## config.mk

```make
export PLATFORM = sky130hd
export DESIGN_NAME = hsv_to_rgb_converter
export DESIGN_NICKNAME = d
export VERILOG_FILES = /design/src/rtl/h2r_pkg.sv /design/src/rtl/h2r_scale.sv /design/src/rtl/hsv_to_rgb_converter.sv
export VERILOG_INCLUDE_DIRS = /design/src /design/src/rtl
export SDC_FILE = /design/constraint.sdc
export NUM_CORES = 2
export LEC_CHECK = 0
export BUFFER_PORTS_ARGS = -buffer_cell sky130_fd_sc_hd__clkbuf_2
export CORE_ASPECT_RATIO = 0.5
export CORE_UTILIZATION = 55
export DETAILED_ROUTE_END_ITERATION = 10
export PLACE_DENSITY_LB_ADDON = 0.08
export SLEW_MARGIN = 10
export SYNTH_ARGS = -nofsm -noshare
export SYNTH_HDL_FRONTEND = slang
export SYNTH_SLANG_ARGS = --single-unit
```

## constraint.sdc

```tcl
create_clock -name clk -period 9.94 [get_ports clk]
set_clock_uncertainty 0.2 [all_clocks]
set_input_delay 1.988 -clock clk [delete_from_list [all_inputs] [get_ports clk]]
set_output_delay 1.988 -clock clk [all_outputs]
set_load 0.02 [all_outputs]
```

## src/rtl/hsv_to_rgb_converter_assert.svh

```systemverilog
// Assertion macros for the HSV to RGB converter.
`ifndef HSV_TO_RGB_CONVERTER_ASSERT_SVH
`define HSV_TO_RGB_CONVERTER_ASSERT_SVH

// Same-cycle implication, sampled on clk, off while in reset.
`define H2R_ASSERT_NOW(lbl, ante, cons, msg) \
    lbl: assert property (@(posedge clk) disable iff (!rst_n) (ante) |-> cons) \
        else $error(msg);

// Next-cycle implication, sampled on clk, off while in reset.
`define H2R_ASSERT_NEXT(lbl, ante, cons, msg) \
    lbl: assert property (@(posedge clk) disable iff (!rst_n) (ante) |=> cons) \
        else $error(msg);

`endif

```

## src/rtl/h2r_pkg.sv

```systemverilog
// Shared constants and types for the HSV to RGB converter.
package h2r_pkg;

    localparam int FRAC_BITS_DEF = 16;
    localparam int CH_W          = 16;
    localparam int COLOR_W       = 8;
    localparam int LATENCY       = 5;

    typedef enum logic [2:0] {
        SEC_RED_YEL = 3'd0,
        SEC_YEL_GRN = 3'd1,
        SEC_GRN_CYN = 3'd2,
        SEC_CYN_BLU = 3'd3,
        SEC_BLU_MAG = 3'd4,
        SEC_MAG_RED = 3'd5
    } sector_t;

endpackage

```

## src/rtl/h2r_scale.sv

```systemverilog
// Two-stage conversion of a 16-bit x/65535 fraction to FRAC_BITS fixed point.
module h2r_scale #(
    parameter int FRAC_BITS = h2r_pkg::FRAC_BITS_DEF
) (
    input  logic                                clk,
    input  logic [h2r_pkg::CH_W-1:0]            x,
    output logic [FRAC_BITS:0]                  q
);

    localparam int NW = h2r_pkg::CH_W + FRAC_BITS;
    localparam int W  = FRAC_BITS + 1;

    logic [NW-1:0] num;
    logic [NW:0]   approx_sum;
    logic [W-1:0]  q0_next;
    logic [NW-1:0] num_reg;
    logic [W-1:0]  q0_reg;
    logic [NW:0]   q0_times;
    logic [NW:0]   rem;
    logic [W-1:0]  q_next;
    logic [W-1:0]  q_reg;

    // Estimate x * 2^F / 65535 by the series 1 + 2^-16 + 2^-32; low by at most one.
    assign num        = {x, {FRAC_BITS{1'b0}}};
    assign approx_sum = {1'b0, num} + {1'b0, (num >> 16)} + {1'b0, (num >> 32)};
    assign q0_next    = approx_sum[NW:16];

    always_ff @(posedge clk)
    begin
        num_reg <= num;
        q0_reg  <= q0_next;
    end

    // Fix the estimate up by one when the remainder reaches the divisor.
    assign q0_times = {q0_reg, 16'h0000} - {{(NW + 1 - W){1'b0}}, q0_reg};
    assign rem      = {1'b0, num_reg} - q0_times;
    assign q_next   = (rem >= (NW + 1)'(65535)) ? q0_reg + W'(1) : q0_reg;

    always_ff @(posedge clk)
    begin
        q_reg <= q_next;
    end

    assign q = q_reg;

endmodule

```

## src/rtl/hsv_to_rgb_converter.sv

```systemverilog
// HSV to RGB converter: five-stage pipeline, one pixel per clock.
// Takes a request whenever start is high; busy never rises, so one pixel may enter on every
// clock. Each request yields one red/green/blue triple on done exactly five cycles after it
// was taken, in order, for one cycle only: the receiver must capture it then. The five
// register stages (two for the fraction scaling, two multiply stages, one select and
// byte-scaling stage) set that latency. Zero saturation gives grey at the brightness level.
`include "hsv_to_rgb_converter_assert.svh"

module hsv_to_rgb_converter #(
    parameter int FRAC_BITS = h2r_pkg::FRAC_BITS_DEF
) (
    input  logic                               clk,
    input  logic                               rst_n,
    input  logic                               start,
    output logic                               busy,
    input  logic [h2r_pkg::CH_W-1:0]           hue,
    input  logic [h2r_pkg::CH_W-1:0]           saturation,
    input  logic [h2r_pkg::CH_W-1:0]           brightness,
    output logic                               done,
    output logic [h2r_pkg::COLOR_W-1:0]        red,
    output logic [h2r_pkg::COLOR_W-1:0]        green,
    output logic [h2r_pkg::COLOR_W-1:0]        blue
);

    localparam int W  = FRAC_BITS + 1;
    localparam int HW = h2r_pkg::CH_W + 3;
    localparam int BW = W + 8;
    localparam logic [W-1:0] ONE = {1'b1, {FRAC_BITS{1'b0}}};

    logic                     accept;
    logic [HW-1:0]            hue6;
    logic [h2r_pkg::CH_W+FRAC_BITS-1:0] frac_wide;
    h2r_pkg::sector_t         sec_next;
    logic [FRAC_BITS-1:0]     f_next;

    logic                     v1_reg, v2_reg, v3_reg, v4_reg, done_reg;
    h2r_pkg::sector_t         sec1_reg, sec2_reg, sec3_reg, sec4_reg;
    logic [FRAC_BITS-1:0]     f1_reg, f2_reg;

    logic [W-1:0]             s2, v2;
    logic [W-1:0]             one_minus_f;
    logic [2*W-1:0]           sf_prod, st_prod, p_prod;
    logic [W-1:0]             sf3_reg, st3_reg, p3_reg, v3_val_reg;
    logic [2*W-1:0]           q_prod, t_prod;
    logic [W-1:0]             q4_reg, t4_reg, p4_reg, v4_val_reg;

    logic [W-1:0]             r_sel, g_sel, b_sel;
    logic [h2r_pkg::COLOR_W-1:0] red_next, green_next, blue_next;
    logic [h2r_pkg::COLOR_W-1:0] red_reg, green_reg, blue_reg;

    function automatic logic [h2r_pkg::COLOR_W-1:0] to_byte(input logic [W-1:0] x);
        logic [BW-1:0] scaled;
        scaled  = {x, 8'h00} - {8'h00, x};
        to_byte = scaled[FRAC_BITS +: h2r_pkg::COLOR_W];
    endfunction

    assign busy   = 1'b0;
    assign accept = start && !busy;

    assign hue6      = {hue, 2'b00} + {1'b0, hue, 1'b0};
    assign sec_next  = h2r_pkg::sector_t'(hue6[HW-1:h2r_pkg::CH_W]);
    assign frac_wide = {hue6[h2r_pkg::CH_W-1:0], {FRAC_BITS{1'b0}}};
    assign f_next    = frac_wide[h2r_pkg::CH_W +: FRAC_BITS];

    h2r_scale #(.FRAC_BITS(FRAC_BITS)) u_scale_sat (
        .clk (clk),
        .x   (saturation),
        .q   (s2)
    );

    h2r_scale #(.FRAC_BITS(FRAC_BITS)) u_scale_val (
        .clk (clk),
        .x   (brightness),
        .q   (v2)
    );

    always_ff @(posedge clk or negedge rst_n)
    begin
        if (!rst_n)
        begin
            v1_reg   <= 1'b0;
            v2_reg   <= 1'b0;
            v3_reg   <= 1'b0;
            v4_reg   <= 1'b0;
            done_reg <= 1'b0;
        end
        else
        begin
            v1_reg   <= accept;
            v2_reg   <= v1_reg;
            v3_reg   <= v2_reg;
            v4_reg   <= v3_reg;
            done_reg <= v4_reg;
        end
    end

    // Hue sector and fraction ride alongside the scaling stages.
    always_ff @(posedge clk)
    begin
        sec1_reg <= sec_next;
        f1_reg   <= f_next;
        sec2_reg <= sec1_reg;
        f2_reg   <= f1_reg;
    end

    assign one_minus_f = ONE - {1'b0, f2_reg};
    assign sf_prod     = {{W{1'b0}}, s2} * {{W{1'b0}}, 1'b0, f2_reg};
    assign st_prod     = {{W{1'b0}}, s2} * {{W{1'b0}}, one_minus_f};
    assign p_prod      = {{W{1'b0}}, v2} * {{W{1'b0}}, (ONE - s2)};

    always_ff @(posedge clk)
    begin
        sf3_reg    <= sf_prod[FRAC_BITS +: W];
        st3_reg    <= st_prod[FRAC_BITS +: W];
        p3_reg     <= p_prod[FRAC_BITS +: W];
        v3_val_reg <= v2;
        sec3_reg   <= sec2_reg;
    end

    assign q_prod = {{W{1'b0}}, v3_val_reg} * {{W{1'b0}}, (ONE - sf3_reg)};
    assign t_prod = {{W{1'b0}}, v3_val_reg} * {{W{1'b0}}, (ONE - st3_reg)};

    always_ff @(posedge clk)
    begin
        q4_reg     <= q_prod[FRAC_BITS +: W];
        t4_reg     <= t_prod[FRAC_BITS +: W];
        p4_reg     <= p3_reg;
        v4_val_reg <= v3_val_reg;
        sec4_reg   <= sec3_reg;
    end

    always_comb
    begin
        case (sec4_reg)
            h2r_pkg::SEC_RED_YEL:
            begin
                r_sel = v4_val_reg; g_sel = t4_reg;     b_sel = p4_reg;
            end
            h2r_pkg::SEC_YEL_GRN:
            begin
                r_sel = q4_reg;     g_sel = v4_val_reg; b_sel = p4_reg;
            end
            h2r_pkg::SEC_GRN_CYN:
            begin
                r_sel = p4_reg;     g_sel = v4_val_reg; b_sel = t4_reg;
            end
            h2r_pkg::SEC_CYN_BLU:
            begin
                r_sel = p4_reg;     g_sel = q4_reg;     b_sel = v4_val_reg;
            end
            h2r_pkg::SEC_BLU_MAG:
            begin
                r_sel = t4_reg;     g_sel = p4_reg;     b_sel = v4_val_reg;
            end
            default:
            begin
                r_sel = v4_val_reg; g_sel = p4_reg;     b_sel = q4_reg;
            end
        endcase
    end

    assign red_next   = to_byte(r_sel);
    assign green_next = to_byte(g_sel);
    assign blue_next  = to_byte(b_sel);

    always_ff @(posedge clk)
    begin
        red_reg   <= red_next;
        green_reg <= green_next;
        blue_reg  <= blue_next;
    end

    assign done  = done_reg;
    assign red   = red_reg;
    assign green = green_reg;
    assign blue  = blue_reg;

    `H2R_ASSERT_NOW(a_never_busy, 1'b1, !busy, "busy raised on a fully pipelined block")
    `H2R_ASSERT_NOW(a_latency, accept, ##5 done, "request did not complete after five cycles")
    `H2R_ASSERT_NOW(a_grey, done && $past(accept, 5) && $past(saturation == 0, 5), red == green && green == blue, "zero saturation did not give grey")

endmodule

```

==> impl_metrics.toml <==
[routing]
wl_per_cell_um = 19.3
antenna_left = 0
drtIter0Drc = 2497
routed_wl_mm = 141
firstDrtPassIters = 6
num_vias = 39488
vias_per_cell = 5.39
remaining_drc_errors = 0

[yosys]
async_flop_share = 0.0183
yosys.area_share.simple = 0.160
synth_top_family_by_area = "adder cells"
synth_cells = 6046
ys.flop_type = "dfxtp_1"
ys_types = 85
synth_compound_area_frac = 0.0484
synth-seq-area-share = 0.102
synth_edf_count = 0
muxShareOfSynthArea = 0.0131
syn-cell-area_um2 = 54100
synth_xor_area_frac = 0.0363
yosysWarnings = 0
ys_ff_latch = 273
synth.avg_cell_area_um2 = 8.94
synthAdderAreaFrac = 0.527

[job]
max-cap-violations = 0

[timing]
fmax_mhz = 117
final_hold_viol_count = 0
worstMarginPinSlew_ns = 1.28
relSlewSlack = 0.145
setup-tns-final_ns = 0
fin_crit_sh = 0.857
period_minus_slack_ns = 8.52
setup_viol = 0
rsz0062_at_grt = "no"
slew_violations = 0
setup_slack_ns = 1.42

[critical_path]
cp_data_arrival_time_ns = 8.84
cp.required_ns = 10.26
crit_path_start_kind = "flop"
critical_path_class = "reg -> reg"
cp_common_cell = "fa_1"
critPathTopFamily = "adder cells"
endpoint_kind = "flop"
critPathBufInv = 4
cpPeakStageDelay_ns = 0.69
path_max_fanout = 18
cp_slowest_cell = "xor2_1"

[global_route]
antenna_found_initial = 3
grt_pass1_wl_mm = 232
grt_overflow = 0
grt_max_degree = 83
grtUsageTotal = 0.297
grt_pass1_vias = 42887

[clocking]
clkSlewWorstSetupHoldPaths_ns = 0.07
cts-htree-levels = 1
cts_resized = 0
clockBufferDepth = 3
cts_buffers = 28
cts_hold_buf = 0
clock_sinks = 273
clockRootBuffer = "clkbuf_16"
cts_setup_buffers = 0
insertion_delay_ns = 0.61
cts_tree = "built"

[finish]
fin_cells = 7325
final_area_um2 = 56800
num-nets-final = 7679
layout-drive-gt1-share = 0.0484
area_delta_synth_final_pct = 5.13
fill_cells = 8561

[floorplanning]
ios = 77
fp.dieH_um = 224
dieArea_um2 = 99600
core_um2 = 96400
rows = 80
dieWidth_um = 445
start_util = 0.561

[placement]
detailed_place_hpwl_mm = 110
placedInstanceArea_um2 = 55900
io_buffers = 75
pre_cts_ws_ns = 1.47
gp_congestion = 0.936
dp.cells = 7272

[outcome]
status = "completed"

[hold_path]
hold_class = "reg -> reg"
-- metal layers --
metal | vias to the layer above | global-route usage | part of all wire | wire length [µm]
met5 | - | 0 | 0 | 0
met4 | 0 | 0.0672 | 0.024 | 3450
met3 | 189 | 0.0498 | 0.077 | 10900
met2 | 1295 | 0.487 | 0.46 | 64800
met1 | 20078 | 0.413 | 0.44 | 62000
li1 | 17926 | - | - | -
-- stage by stage --
step | util | hold slack [ns]
final | 0.590 | 0.127
after global placement | 0.580 | 0.110
after CTS | 0.590 | 0.127
after floorplan | - | 0.110
after global routing | 0.590 | 0.135
after detailed placement | 0.580 | 0.112
-- cell type report --
type / count / area (µm²) / area share
clock buffers: 34 / 806 / 0.0142
inverters: 1355 / 5090 / 0.0895
clock inverters: 18 / 164 / 0.00288
diodes: 1 / 2.50 / 0.0000440
well taps: 1312 / 1640 / 0.0289
repair buffers: 179 / 1160 / 0.0203
flip-flops and latches: 273 / 5500 / 0.0968
multi-input cells: 4153 / 42500 / 0.747
-- path summary, 6_finish.rpt --
path	start	end	slack (ns)	cells past startpoint
max in group asynchronous	rst_n	v1_reg	8.43	1
worst max-delay path	st3_reg[0]	t4_reg[15]	1.42	27
worst max register to register	st3_reg[0]	t4_reg[15]	1.42	27
worst min register to register	sec3_reg[0]	sec4_reg[0]	0.13	0
min in group asynchronous	rst_n	v3_reg	0.98	1
worst min-delay path	sec3_reg[0]	sec4_reg[0]	0.13	0
-- Yosys cell counts (41+ instances only) --
cell type,instances,area [µm²]
a21o_1,51,383
xnor2_1,151,1320
o21ai_0,65,325
xor2_1,73,639
nor2_1,110,413
clkbuf_1,226,848
inv_1,1353,5080
a21oi_1,116,581
nand2_1,1001,3760
dfxtp_1,268,5370
ha_1,575,7190
fa_1,1063,21300
nand3_1,41,205
and2_1,480,3000
mux2i_1,53,531
-- placed cells by master (no fill, tap or decap), drive strengths merged, types with 11 or more instances in the layout --
cell and n:
nand4 21, a211oi 23, fa 1063, nor4 25, xnor2 151, xor2 73, inv 1358, a21boi 11
and2 480, mux2 16, nand2b 17, ha 575, nor2 111, a21o 51, o21a 19, nor3 37
nor2b 24, and3 25, o21ai 69, nand3 42, clkinv 11, a21oi 116, nand2 1001, buf 104
mux2i 53, clkbuf 109, dfxtp 268
-- cells by family (layout without fill, tap and decap cells) --
family	after synthesis	in the layout
flops	273	273
xor+xnor	224	224
buf+inv	1622	1586
mux	69	69
compound gates	391	391
simple gates	1828	1828
other cells	1	4
fa+ha+maj	1638	1638
Power is left out: the tool's default activity adds up to more than one toggle a clock period on the data nets, which glitch-free logic cannot reach.
